File: config.mk
export PLATFORM = sky130hd
export DESIGN_NAME = slip_receive_deframer_flat
export DESIGN_NICKNAME = d
export VERILOG_FILES = /design/src/hw/rtl/slip_rx_pkg.sv /design/src/hw/rtl/slip_rx_if.sv /design/src/hw/rtl/slip_rx_in_stage.sv /design/src/hw/rtl/slip_rx_decode.sv /design/src/hw/rtl/slip_rx_out_stage.sv /design/src/hw/rtl/slip_rx_top_head.sv /design/src/hw/rtl/slip_receive_deframer.sv /design/src/flat_wrapper.sv
export SDC_FILE = /design/constraint.sdc
export NUM_CORES = 1
export LEC_CHECK = 0
export ABC_AREA = 0
export BUFFER_PORTS_ARGS = -buffer_cell sky130_fd_sc_hd__buf_2
export CORE_MARGIN = 4
export CORE_UTILIZATION = 61
export DETAILED_ROUTE_END_ITERATION = 16
export PLACE_DENSITY = 0.85
export SLEW_MARGIN = 0
export SYNTH_ARGS = -nofsm -noshare
export SYNTH_HDL_FRONTEND = slang
export SYNTH_SLANG_ARGS = --single-unit
File: constraint.sdc
create_clock -name clk -period 7.5 [get_ports clk]
set_clock_uncertainty 0.2 [all_clocks]
set_input_delay 0.375 -clock clk [delete_from_list [all_inputs] [get_ports clk]]
set_output_delay 0.375 -clock clk [all_outputs]
set_load 0.01 [all_outputs]
File: src/hw/rtl/slip_rx_pkg.sv
// shared types and constants for the slip receive deframer
// no dependencies; used by every other file of the block
package slip_rx_pkg;

  // field and register widths
  localparam int BYTE_WIDTH = 8;
  localparam int CFG_WIDTH = 12;
  localparam int POS_WIDTH = 12;
  localparam int INDEX_WIDTH = 1;
  localparam int LENGTH_BITS_DEFAULT = 12;

  // slip special characters
  localparam logic [BYTE_WIDTH-1:0] FRAME_END_CODE = 8'hC0;
  localparam logic [BYTE_WIDTH-1:0] ESCAPE_CODE = 8'hDB;
  localparam logic [BYTE_WIDTH-1:0] ESCAPED_END_CODE = 8'hDC;
  localparam logic [BYTE_WIDTH-1:0] ESCAPED_ESCAPE_CODE = 8'hDD;

  // configuration register indexes and reset values
  localparam logic [INDEX_WIDTH-1:0] REG_PAYLOAD_CAPACITY = 1'b0;
  localparam logic [INDEX_WIDTH-1:0] REG_MAX_TRANSFER_UNIT = 1'b1;
  localparam logic [CFG_WIDTH-1:0] PAYLOAD_CAPACITY_RESET = 12'd1500;
  localparam logic [CFG_WIDTH-1:0] MAX_TRANSFER_UNIT_RESET = 12'd1500;

  // result status codes
  typedef enum logic [1:0] {
    STATUS_DATA = 2'd0,
    STATUS_GOOD = 2'd1,
    STATUS_EMPTY = 2'd2,
    STATUS_TOO_LONG = 2'd3
  } status_t;

  // one decoded result
  typedef struct packed {
    logic [BYTE_WIDTH-1:0] data_byte;
    logic [POS_WIDTH-1:0] byte_position;
    logic frame_end;
    status_t frame_status;
  } result_t;

endpackage

File: src/hw/rtl/slip_rx_if.sv
// valid/ready channel interfaces for raw bytes and decoded results
// depends on slip_rx_pkg for field widths
interface slip_rx_byte_if;
  logic valid;
  logic ready;
  logic [slip_rx_pkg::BYTE_WIDTH-1:0] raw_byte;

  modport source (output valid, output raw_byte, input ready);
  modport sink (input valid, input raw_byte, output ready);
endinterface

interface slip_rx_result_if;
  logic valid;
  logic ready;
  logic [slip_rx_pkg::BYTE_WIDTH-1:0] data_byte;
  logic [slip_rx_pkg::POS_WIDTH-1:0] byte_position;
  logic frame_end;
  logic [1:0] frame_status;

  modport source (output valid, output data_byte, output byte_position,
                  output frame_end, output frame_status, input ready);
  modport sink (input valid, input data_byte, input byte_position,
                input frame_end, input frame_status, output ready);
endinterface

File: src/hw/rtl/slip_rx_in_stage.sv
// input register: holds one raw byte until the decode stage takes it
// depends on slip_rx_pkg
module slip_rx_in_stage (
  input  logic clk,
  input  logic rst,
  input  logic in_valid,
  output logic in_ready,
  input  logic [slip_rx_pkg::BYTE_WIDTH-1:0] in_byte,
  input  logic take,
  output logic advance,
  output logic [slip_rx_pkg::BYTE_WIDTH-1:0] held_byte
);

  logic held_valid;

  // the held byte moves on when the result side can take it
  assign advance = held_valid && take;
  assign in_ready = !held_valid || advance;

  // valid flag
  always_ff @(posedge clk) begin
    if (rst) begin
      held_valid <= 1'b0;
    end else if (in_ready) begin
      held_valid <= in_valid;
    end
  end

  // payload
  always_ff @(posedge clk) begin
    if (in_ready && in_valid) begin
      held_byte <= in_byte;
    end
  end

endmodule

File: src/hw/rtl/slip_rx_decode.sv
// decode stage: escape handling, length count and end status per byte
// depends on slip_rx_pkg
module slip_rx_decode #(
  parameter int LENGTH_BITS = slip_rx_pkg::LENGTH_BITS_DEFAULT
) (
  input  logic clk,
  input  logic rst,
  input  logic advance,
  input  logic [slip_rx_pkg::BYTE_WIDTH-1:0] raw_byte,
  input  logic [slip_rx_pkg::CFG_WIDTH-1:0] payload_capacity,
  input  logic [slip_rx_pkg::CFG_WIDTH-1:0] max_transfer_unit,
  output logic result_valid,
  output slip_rx_pkg::result_t result,
  output logic [LENGTH_BITS-1:0] length
);

  localparam int CMP_WIDTH =
    (LENGTH_BITS > slip_rx_pkg::CFG_WIDTH) ? LENGTH_BITS : slip_rx_pkg::CFG_WIDTH;
  localparam int EXT_WIDTH =
    (CMP_WIDTH > slip_rx_pkg::POS_WIDTH) ? CMP_WIDTH : slip_rx_pkg::POS_WIDTH;

  logic escape_pending;
  logic escape_pending_next;
  logic [LENGTH_BITS-1:0] length_next;
  logic is_end;
  logic is_esc;
  logic keep;
  logic [CMP_WIDTH-1:0] length_cmp;
  logic [EXT_WIDTH-1:0] length_ext;
  logic [slip_rx_pkg::BYTE_WIDTH-1:0] decoded;
  slip_rx_pkg::status_t end_status;

  assign is_end = (raw_byte == slip_rx_pkg::FRAME_END_CODE);
  assign is_esc = (raw_byte == slip_rx_pkg::ESCAPE_CODE);
  assign length_cmp = CMP_WIDTH'(length);
  assign length_ext = EXT_WIDTH'(length);

  // room for another payload byte: below capacity and below counter limit
  assign keep = (length_cmp < CMP_WIDTH'(payload_capacity)) && (length != '1);

  // translate the byte after an escape
  always_comb begin
    decoded = raw_byte;
    if (escape_pending) begin
      if (raw_byte == slip_rx_pkg::ESCAPED_END_CODE) begin
        decoded = slip_rx_pkg::FRAME_END_CODE;
      end else if (raw_byte == slip_rx_pkg::ESCAPED_ESCAPE_CODE) begin
        decoded = slip_rx_pkg::ESCAPE_CODE;
      end
    end
  end

  // end of frame status
  always_comb begin
    priority if (length == '0) begin
      end_status = slip_rx_pkg::STATUS_EMPTY;
    end else if (length_cmp > CMP_WIDTH'(max_transfer_unit)) begin
      end_status = slip_rx_pkg::STATUS_TOO_LONG;
    end else begin
      end_status = slip_rx_pkg::STATUS_GOOD;
    end
  end

  // result for the current byte
  always_comb begin
    result.byte_position = length_ext[slip_rx_pkg::POS_WIDTH-1:0];
    if (is_end) begin
      result_valid = 1'b1;
      result.data_byte = '0;
      result.frame_end = 1'b1;
      result.frame_status = end_status;
    end else begin
      result_valid = !is_esc && keep;
      result.data_byte = decoded;
      result.frame_end = 1'b0;
      result.frame_status = slip_rx_pkg::STATUS_DATA;
    end
  end

  // next frame state
  always_comb begin
    escape_pending_next = escape_pending;
    length_next = length;
    priority if (is_end) begin
      escape_pending_next = 1'b0;
      length_next = '0;
    end else if (is_esc) begin
      escape_pending_next = 1'b1;
    end else if (keep) begin
      escape_pending_next = 1'b0;
      length_next = length + LENGTH_BITS'(1);
    end
  end

  // frame state registers
  always_ff @(posedge clk) begin
    if (rst) begin
      escape_pending <= 1'b0;
      length <= '0;
    end else if (advance) begin
      escape_pending <= escape_pending_next;
      length <= length_next;
    end
  end

endmodule

File: src/hw/rtl/slip_rx_out_stage.sv
// result register: holds one decoded result until downstream takes it
// depends on slip_rx_pkg
module slip_rx_out_stage (
  input  logic clk,
  input  logic rst,
  input  logic load,
  input  slip_rx_pkg::result_t load_result,
  output logic take,
  output logic out_valid,
  input  logic out_ready,
  output slip_rx_pkg::result_t out_result
);

  // free now or emptied at this edge
  assign take = !out_valid || out_ready;

  // valid flag
  always_ff @(posedge clk) begin
    if (rst) begin
      out_valid <= 1'b0;
    end else if (take) begin
      out_valid <= load;
    end
  end

  // payload
  always_ff @(posedge clk) begin
    if (take && load) begin
      out_result <= load_result;
    end
  end

endmodule

File: src/hw/rtl/slip_rx_top_head.sv
// configuration registers of the deframer, written through a plain write port
// depends on slip_rx_pkg
module slip_rx_cfg_regs (
  input  logic clk,
  input  logic rst,
  input  logic cfg_write,
  input  logic [slip_rx_pkg::INDEX_WIDTH-1:0] cfg_index,
  input  logic [slip_rx_pkg::CFG_WIDTH-1:0] cfg_data,
  output logic [slip_rx_pkg::CFG_WIDTH-1:0] payload_capacity,
  output logic [slip_rx_pkg::CFG_WIDTH-1:0] max_transfer_unit
);

  // register writes by index
  always_ff @(posedge clk) begin
    if (rst) begin
      payload_capacity <= slip_rx_pkg::PAYLOAD_CAPACITY_RESET;
      max_transfer_unit <= slip_rx_pkg::MAX_TRANSFER_UNIT_RESET;
    end else if (cfg_write) begin
      unique case (cfg_index)
        slip_rx_pkg::REG_PAYLOAD_CAPACITY: payload_capacity <= cfg_data;
        slip_rx_pkg::REG_MAX_TRANSFER_UNIT: max_transfer_unit <= cfg_data;
        default: ;
      endcase
    end
  end

endmodule

File: src/hw/rtl/slip_receive_deframer.sv
// SLIP receive deframer. Takes raw serial bytes on raw_in and gives
// decoded payload bytes with their offset, and one end result per END
// byte with the frame length and status (good, empty, too long), on
// result_out. Bytes past payload_capacity are dropped silently. A byte sits
// in the input register while the decode logic works on it, and its result
// is loaded into the result register when that register can take it; the
// decode stage updates the escape mark and length counter as the byte moves
// on, so the block sustains one byte per cycle while result_out is not
// stalled. The configuration registers reset to 1500; the user must write
// them only while no byte is in flight, which the block does not enforce.
// depends on slip_rx_pkg, slip_rx_if and the slip_rx_* stage modules
module slip_receive_deframer #(
  parameter int LENGTH_BITS = slip_rx_pkg::LENGTH_BITS_DEFAULT
) (
  input  logic clk,
  input  logic rst,
  input  logic cfg_write,
  input  logic [slip_rx_pkg::INDEX_WIDTH-1:0] cfg_index,
  input  logic [slip_rx_pkg::CFG_WIDTH-1:0] cfg_data,
  slip_rx_byte_if.sink raw_in,
  slip_rx_result_if.source result_out
);

  logic [slip_rx_pkg::CFG_WIDTH-1:0] payload_capacity;
  logic [slip_rx_pkg::CFG_WIDTH-1:0] max_transfer_unit;
  logic take;
  logic advance;
  logic [slip_rx_pkg::BYTE_WIDTH-1:0] held_byte;
  logic result_valid;
  slip_rx_pkg::result_t result;
  slip_rx_pkg::result_t out_result;
  logic [LENGTH_BITS-1:0] length;

  // configuration registers
  slip_rx_cfg_regs u_cfg (
    .clk               (clk),
    .rst               (rst),
    .cfg_write         (cfg_write),
    .cfg_index         (cfg_index),
    .cfg_data          (cfg_data),
    .payload_capacity  (payload_capacity),
    .max_transfer_unit (max_transfer_unit)
  );

  // input register
  slip_rx_in_stage u_in (
    .clk       (clk),
    .rst       (rst),
    .in_valid  (raw_in.valid),
    .in_ready  (raw_in.ready),
    .in_byte   (raw_in.raw_byte),
    .take      (take),
    .advance   (advance),
    .held_byte (held_byte)
  );

  // decode stage
  slip_rx_decode #(
    .LENGTH_BITS (LENGTH_BITS)
  ) u_decode (
    .clk               (clk),
    .rst               (rst),
    .advance           (advance),
    .raw_byte          (held_byte),
    .payload_capacity  (payload_capacity),
    .max_transfer_unit (max_transfer_unit),
    .result_valid      (result_valid),
    .result            (result),
    .length            (length)
  );

  // result register
  slip_rx_out_stage u_out (
    .clk         (clk),
    .rst         (rst),
    .load        (advance && result_valid),
    .load_result (result),
    .take        (take),
    .out_valid   (result_out.valid),
    .out_ready   (result_out.ready),
    .out_result  (out_result)
  );

  assign result_out.data_byte = out_result.data_byte;
  assign result_out.byte_position = out_result.byte_position;
  assign result_out.frame_end = out_result.frame_end;
  assign result_out.frame_status = out_result.frame_status;

  // an END byte leaves an empty frame behind
  assert property (@(posedge clk) disable iff (rst)
    advance && (held_byte == slip_rx_pkg::FRAME_END_CODE) |=> length == '0)
    else $error("length not cleared after end of frame");

  // a waiting result is never overwritten by the decode stage
  assert property (@(posedge clk) disable iff (rst)
    result_out.valid && !result_out.ready |-> !advance)
    else $error("decode advanced while result stalled");

  // end results carry a frame status and a zero byte
  assert property (@(posedge clk) disable iff (rst)
    result_out.valid && result_out.frame_end |->
      result_out.data_byte == '0 &&
      result_out.frame_status != slip_rx_pkg::STATUS_DATA)
    else $error("malformed end result");

  // data results carry the data status
  assert property (@(posedge clk) disable iff (rst)
    result_out.valid && !result_out.frame_end |->
      result_out.frame_status == slip_rx_pkg::STATUS_DATA)
    else $error("malformed data result");

endmodule
File: src/flat_wrapper.sv
// flat-port wrapper written by rule: the top's interface ports become plain ports
module slip_receive_deframer_flat 
#(
  parameter int LENGTH_BITS = slip_rx_pkg::LENGTH_BITS_DEFAULT
)
  (clk, rst, cfg_write, cfg_index, cfg_data, raw_in_valid, raw_in_raw_byte, raw_in_ready, result_out_valid, result_out_data_byte, result_out_byte_position, result_out_frame_end, result_out_frame_status, result_out_ready);
  slip_rx_byte_if raw_in_i ();
  slip_rx_result_if result_out_i ();
  input  logic clk;
  input  logic rst;
  input  logic cfg_write;
  input  logic [slip_rx_pkg::INDEX_WIDTH-1:0] cfg_index;
  input  logic [slip_rx_pkg::CFG_WIDTH-1:0] cfg_data;
  input wire logic [$bits(raw_in_i.valid)-1:0] raw_in_valid;
  input wire logic [$bits(raw_in_i.raw_byte)-1:0] raw_in_raw_byte;
  output wire logic [$bits(raw_in_i.ready)-1:0] raw_in_ready;
  output wire logic [$bits(result_out_i.valid)-1:0] result_out_valid;
  output wire logic [$bits(result_out_i.data_byte)-1:0] result_out_data_byte;
  output wire logic [$bits(result_out_i.byte_position)-1:0] result_out_byte_position;
  output wire logic [$bits(result_out_i.frame_end)-1:0] result_out_frame_end;
  output wire logic [$bits(result_out_i.frame_status)-1:0] result_out_frame_status;
  input wire logic [$bits(result_out_i.ready)-1:0] result_out_ready;
  assign raw_in_i.valid = raw_in_valid;
  assign raw_in_i.raw_byte = raw_in_raw_byte;
  assign raw_in_ready = raw_in_i.ready;
  assign result_out_valid = result_out_i.valid;
  assign result_out_data_byte = result_out_i.data_byte;
  assign result_out_byte_position = result_out_i.byte_position;
  assign result_out_frame_end = result_out_i.frame_end;
  assign result_out_frame_status = result_out_i.frame_status;
  assign result_out_i.ready = result_out_ready;
  slip_receive_deframer #(.LENGTH_BITS(LENGTH_BITS)) u_core (.clk(clk), .rst(rst), .cfg_write(cfg_write), .cfg_index(cfg_index), .cfg_data(cfg_data), .raw_in(raw_in_i), .result_out(result_out_i));
endmodule
==> metrics <==
Final WS setup=4.44 ns; drt initial violations=312; P_leak=1.72 nW; ys flop type=dfxtp_1; global routing usage on met1=27.8%; worst slack, placed=4.49 ns; root buffer cell=clkbuf_8; Tot Pwr=0.777 mW; post-CTS sizing=0; GRT met3 Usage=4.56%; area of the multi-input gates=1550 µm²; CP cell instances=ha_1 > a21oi_1 > nor3_1 > a2111o_1 > o31ai_4 > buf_4; Worst setup EP type=flip-flop; worst setup path startpoint=u_core.u_decode.length[5]$_SDFFE_PP0P_; first-pass GRT wire length=12300 µm; critical-path maximum fanout=21; number of buffers and inverters on the critical path=1; synthesized area=3420 µm²; routability cong.=0.910; kind of cell adding the most delay to the critical path=compound AO/OA/AOI/OAI gates; Final nets=459; Slew Viols, Final=0; setup TNS=0 ns; Worst slew margin=49.7%; largest net degree at the start of global routing=47; Crit-path slowest cell=o31ai_4; Slew @ Worst Pin=0.754 ns; hpwl dp=5400 µm; vias in the first global route=2644; outcome=finished clean; FF/Latch Area=1710 µm²; met2 usage=35.6%; IO Port Bufs=50; layer with the highest usage=met2; VDD IR-drop max=0.000133 V; Seq/Total Area, Yosys=50.0%; period utilization=40.8%; Post-synth EDFFs=31; Synth top area share=27.2%; Max clock buf depth=2; Chip Height=82.9 µm; DR pass1 iterations=5; core area=5470 µm²; DP Area=3730 µm²; largest cells by area after synthesis=edfxtp_1 27%, dfxtp_1 23%, ha_1 9.1%; pwr dens=194 nW/µm²; post-layout minimum cycle time=3.06 ns; most common cell after layout, fill and taps aside=nand2_1; total track usage=22.2%; CP Data Arrival Time=2.90 ns; H-tree depth=3; number of buffers created by CTS=9; Seq cells post-synth=70; grt ovf=0; WP data required=7.34 ns; worst setup path end=u_core.u_out.out_result[9]$_DFFE_PP_; Worst-path clk slew=0.08 ns; worst hold-check path type=in -> reg; Worst setup SP type=flip-flop; DR WL/cell=15.4 µm; worst-skew pair later-pin latency=0.36 ns; Vias/cell=5.81; Fmax=327 MHz; Yosys cell types=47; die width=82.9 µm; die footprint=6870 µm²; Vias=2816; # fillers=424; RSZ-0062 raised after global routing=no; post-route cell area=4000 µm²; initial antenna violation count=0; CTS tree=yes; synthesized area per cell=9.75 µm²; number of antenna diodes=0; endpoints failing setup=0; stages on the worst setup path=6; CP Class=reg -> reg; Syn Inst Count=351; most frequent cells in the layout=52 x nand2_1, 50 x buf_2, 39 x dfxtp_1; IO Count=51; Critical R2R Capture=u_core.u_out.out_result[9]$_DFFE_PP_; worst hold slack=0.0315 ns; slowest cell delay on critical path=0.58 ns; reg2reg path depth=6; Initial Utilization=62.5%; Routed Antenna Nets=0; Ys Warns=0; ys async rst share=0%; fraction of layout cells with a size suffix above 1=17.9%; clock sinks=70; Mapped Nets=402; hold_buf cts=8; setup slack, reg-to-reg=4.44 ns; area added between synthesis and finish=16.7%; Max Cap Viol=0; final hold violation count=0; cell taking the most area after synthesis=edfxtp_1; post-CTS setup buffer count=0; # rows=27; final WL=7460 µm; reg2reg start=u_core.u_decode.length[5]$_SDFFE_PP0P_; drt drc=0
-- through the flow --
| step | instances | utilization [%] |
|---|---|---|
| 2_1_floorplan | 351 | - |
| 3_3_place_gp | 461 | 68.2 |
| 3_5_place_dp | 461 | 68.2 |
| 4_1_cts | 485 | 73.0 |
| 5_1_grt | 485 | 73.0 |
| 6_report | 485 | 73.0 |
-- sequential cells by signal (all words and copies together) (netlist names) --
register and flops:
u_core.u_cfg.payload_capacity 12, u_core.u_decode.escape_pending 1, u_core.u_out.out_valid 1, u_core.u_in.held_valid 1
u_core.u_out.out_result 23, u_core.u_cfg.max_transfer_unit 12, u_core.u_decode.length 12, u_core.u_in.held_byte 8
-- where the power goes --
| group | internal (mW) | switching, mW | total [mW] |
|---|---|---|---|
| Clock | 0.130 | 0.147 | 0.277 |
| Combinational | 0.0310 | 0.0429 | 0.0739 |
| Sequential | 0.417 | 0.00908 | 0.426 |
| Total | 0.578 | 0.199 | 0.777 |
-- worst min-delay path by stage --
| stage | end | from | cells past startpoint |
|---|---|---|---|
| after floorplan | u_core.u_cfg.payload_capacity[0]$_SDFFE_PP0P_ | u_core.u_cfg.payload_capacity[0]$_SDFFE_PP0P_ | 2 |
| final | u_core.u_cfg.payload_capacity[8]$_SDFFE_PP1P_ | cfg_data[8] | 2 |
| after CTS | u_core.u_cfg.payload_capacity[8]$_SDFFE_PP1P_ | cfg_data[8] | 2 |
| after detailed placement | u_core.u_cfg.max_transfer_unit[0]$_SDFFE_PP0P_ | u_core.u_cfg.max_transfer_unit[0]$_SDFFE_PP0P_ | 2 |
| after global placement | u_core.u_cfg.payload_capacity[5]$_SDFFE_PP0P_ | u_core.u_cfg.payload_capacity[5]$_SDFFE_PP0P_ | 2 |
| after global routing | u_core.u_cfg.payload_capacity[8]$_SDFFE_PP1P_ | cfg_data[8] | 2 |
-- final cells by class --
cell class / count / share of cell area [%]
inverter: 29 / 2.72
timing repair buffer: 61 / 8.83
clock buffer: 10 / 3.45
clock inverter: 6 / 1.19
sequential: 70 / 42.8
multi-input combinational: 237 / 38.7
tap: 72 / 2.25
-- per-layer routing --
layer	wire [µm]	part of all wire (%)
met5	0	0
met3	434	5.8
met2	3630	49
met4	204	2.7
met1	3200	43
-- cell usage after synthesis (2+ instances only) --
cell type	n
edfxtp_1	31
nor2_1	20
nor4_1	5
a41oi_1	2
a21oi_1	20
a31oi_1	5
nor3b_1	3
nand3b_1	9
and4b_1	2
and3_1	3
or3_1	7
o41ai_1	2
o21ai_0	4
a21o_1	2
nor2b_1	4
nand2b_1	5
inv_1	29
nand2_1	52
or4_1	2
nor3_1	5
ha_1	25
a211o_1	9
dfxtp_1	39
nand3_1	10
clkbuf_1	13
nand4_1	8
o311ai_0	5
or2_2	2
o221ai_1	3
and2_1	6
o21a_1	3
-- worst register-to-register path, cell delays in order, from the launching register on --
cell and delay [ns]:
dfxtp_1 0.51, ha_1 0.31, a21oi_1 0.15, nor3_1 0.08
a2111o_1 0.54, o31ai_4 0.58, buf_4 0.37
-- kinds of logic after synthesis --
| family | Yosys count | share of synthesized area (%) |
|---|---|---|
| adder cells (fa/ha/maj) | 25 | 9.14 |
| AO/OA/AOI/OAI | 66 | 14.0 |
| buffers and inverters | 44 | 5.05 |
| AND/OR/NAND/NOR | 146 | 21.8 |
| flip-flops | 70 | 50.0 |
Note: power is estimated with default switching activity, not from simulation.
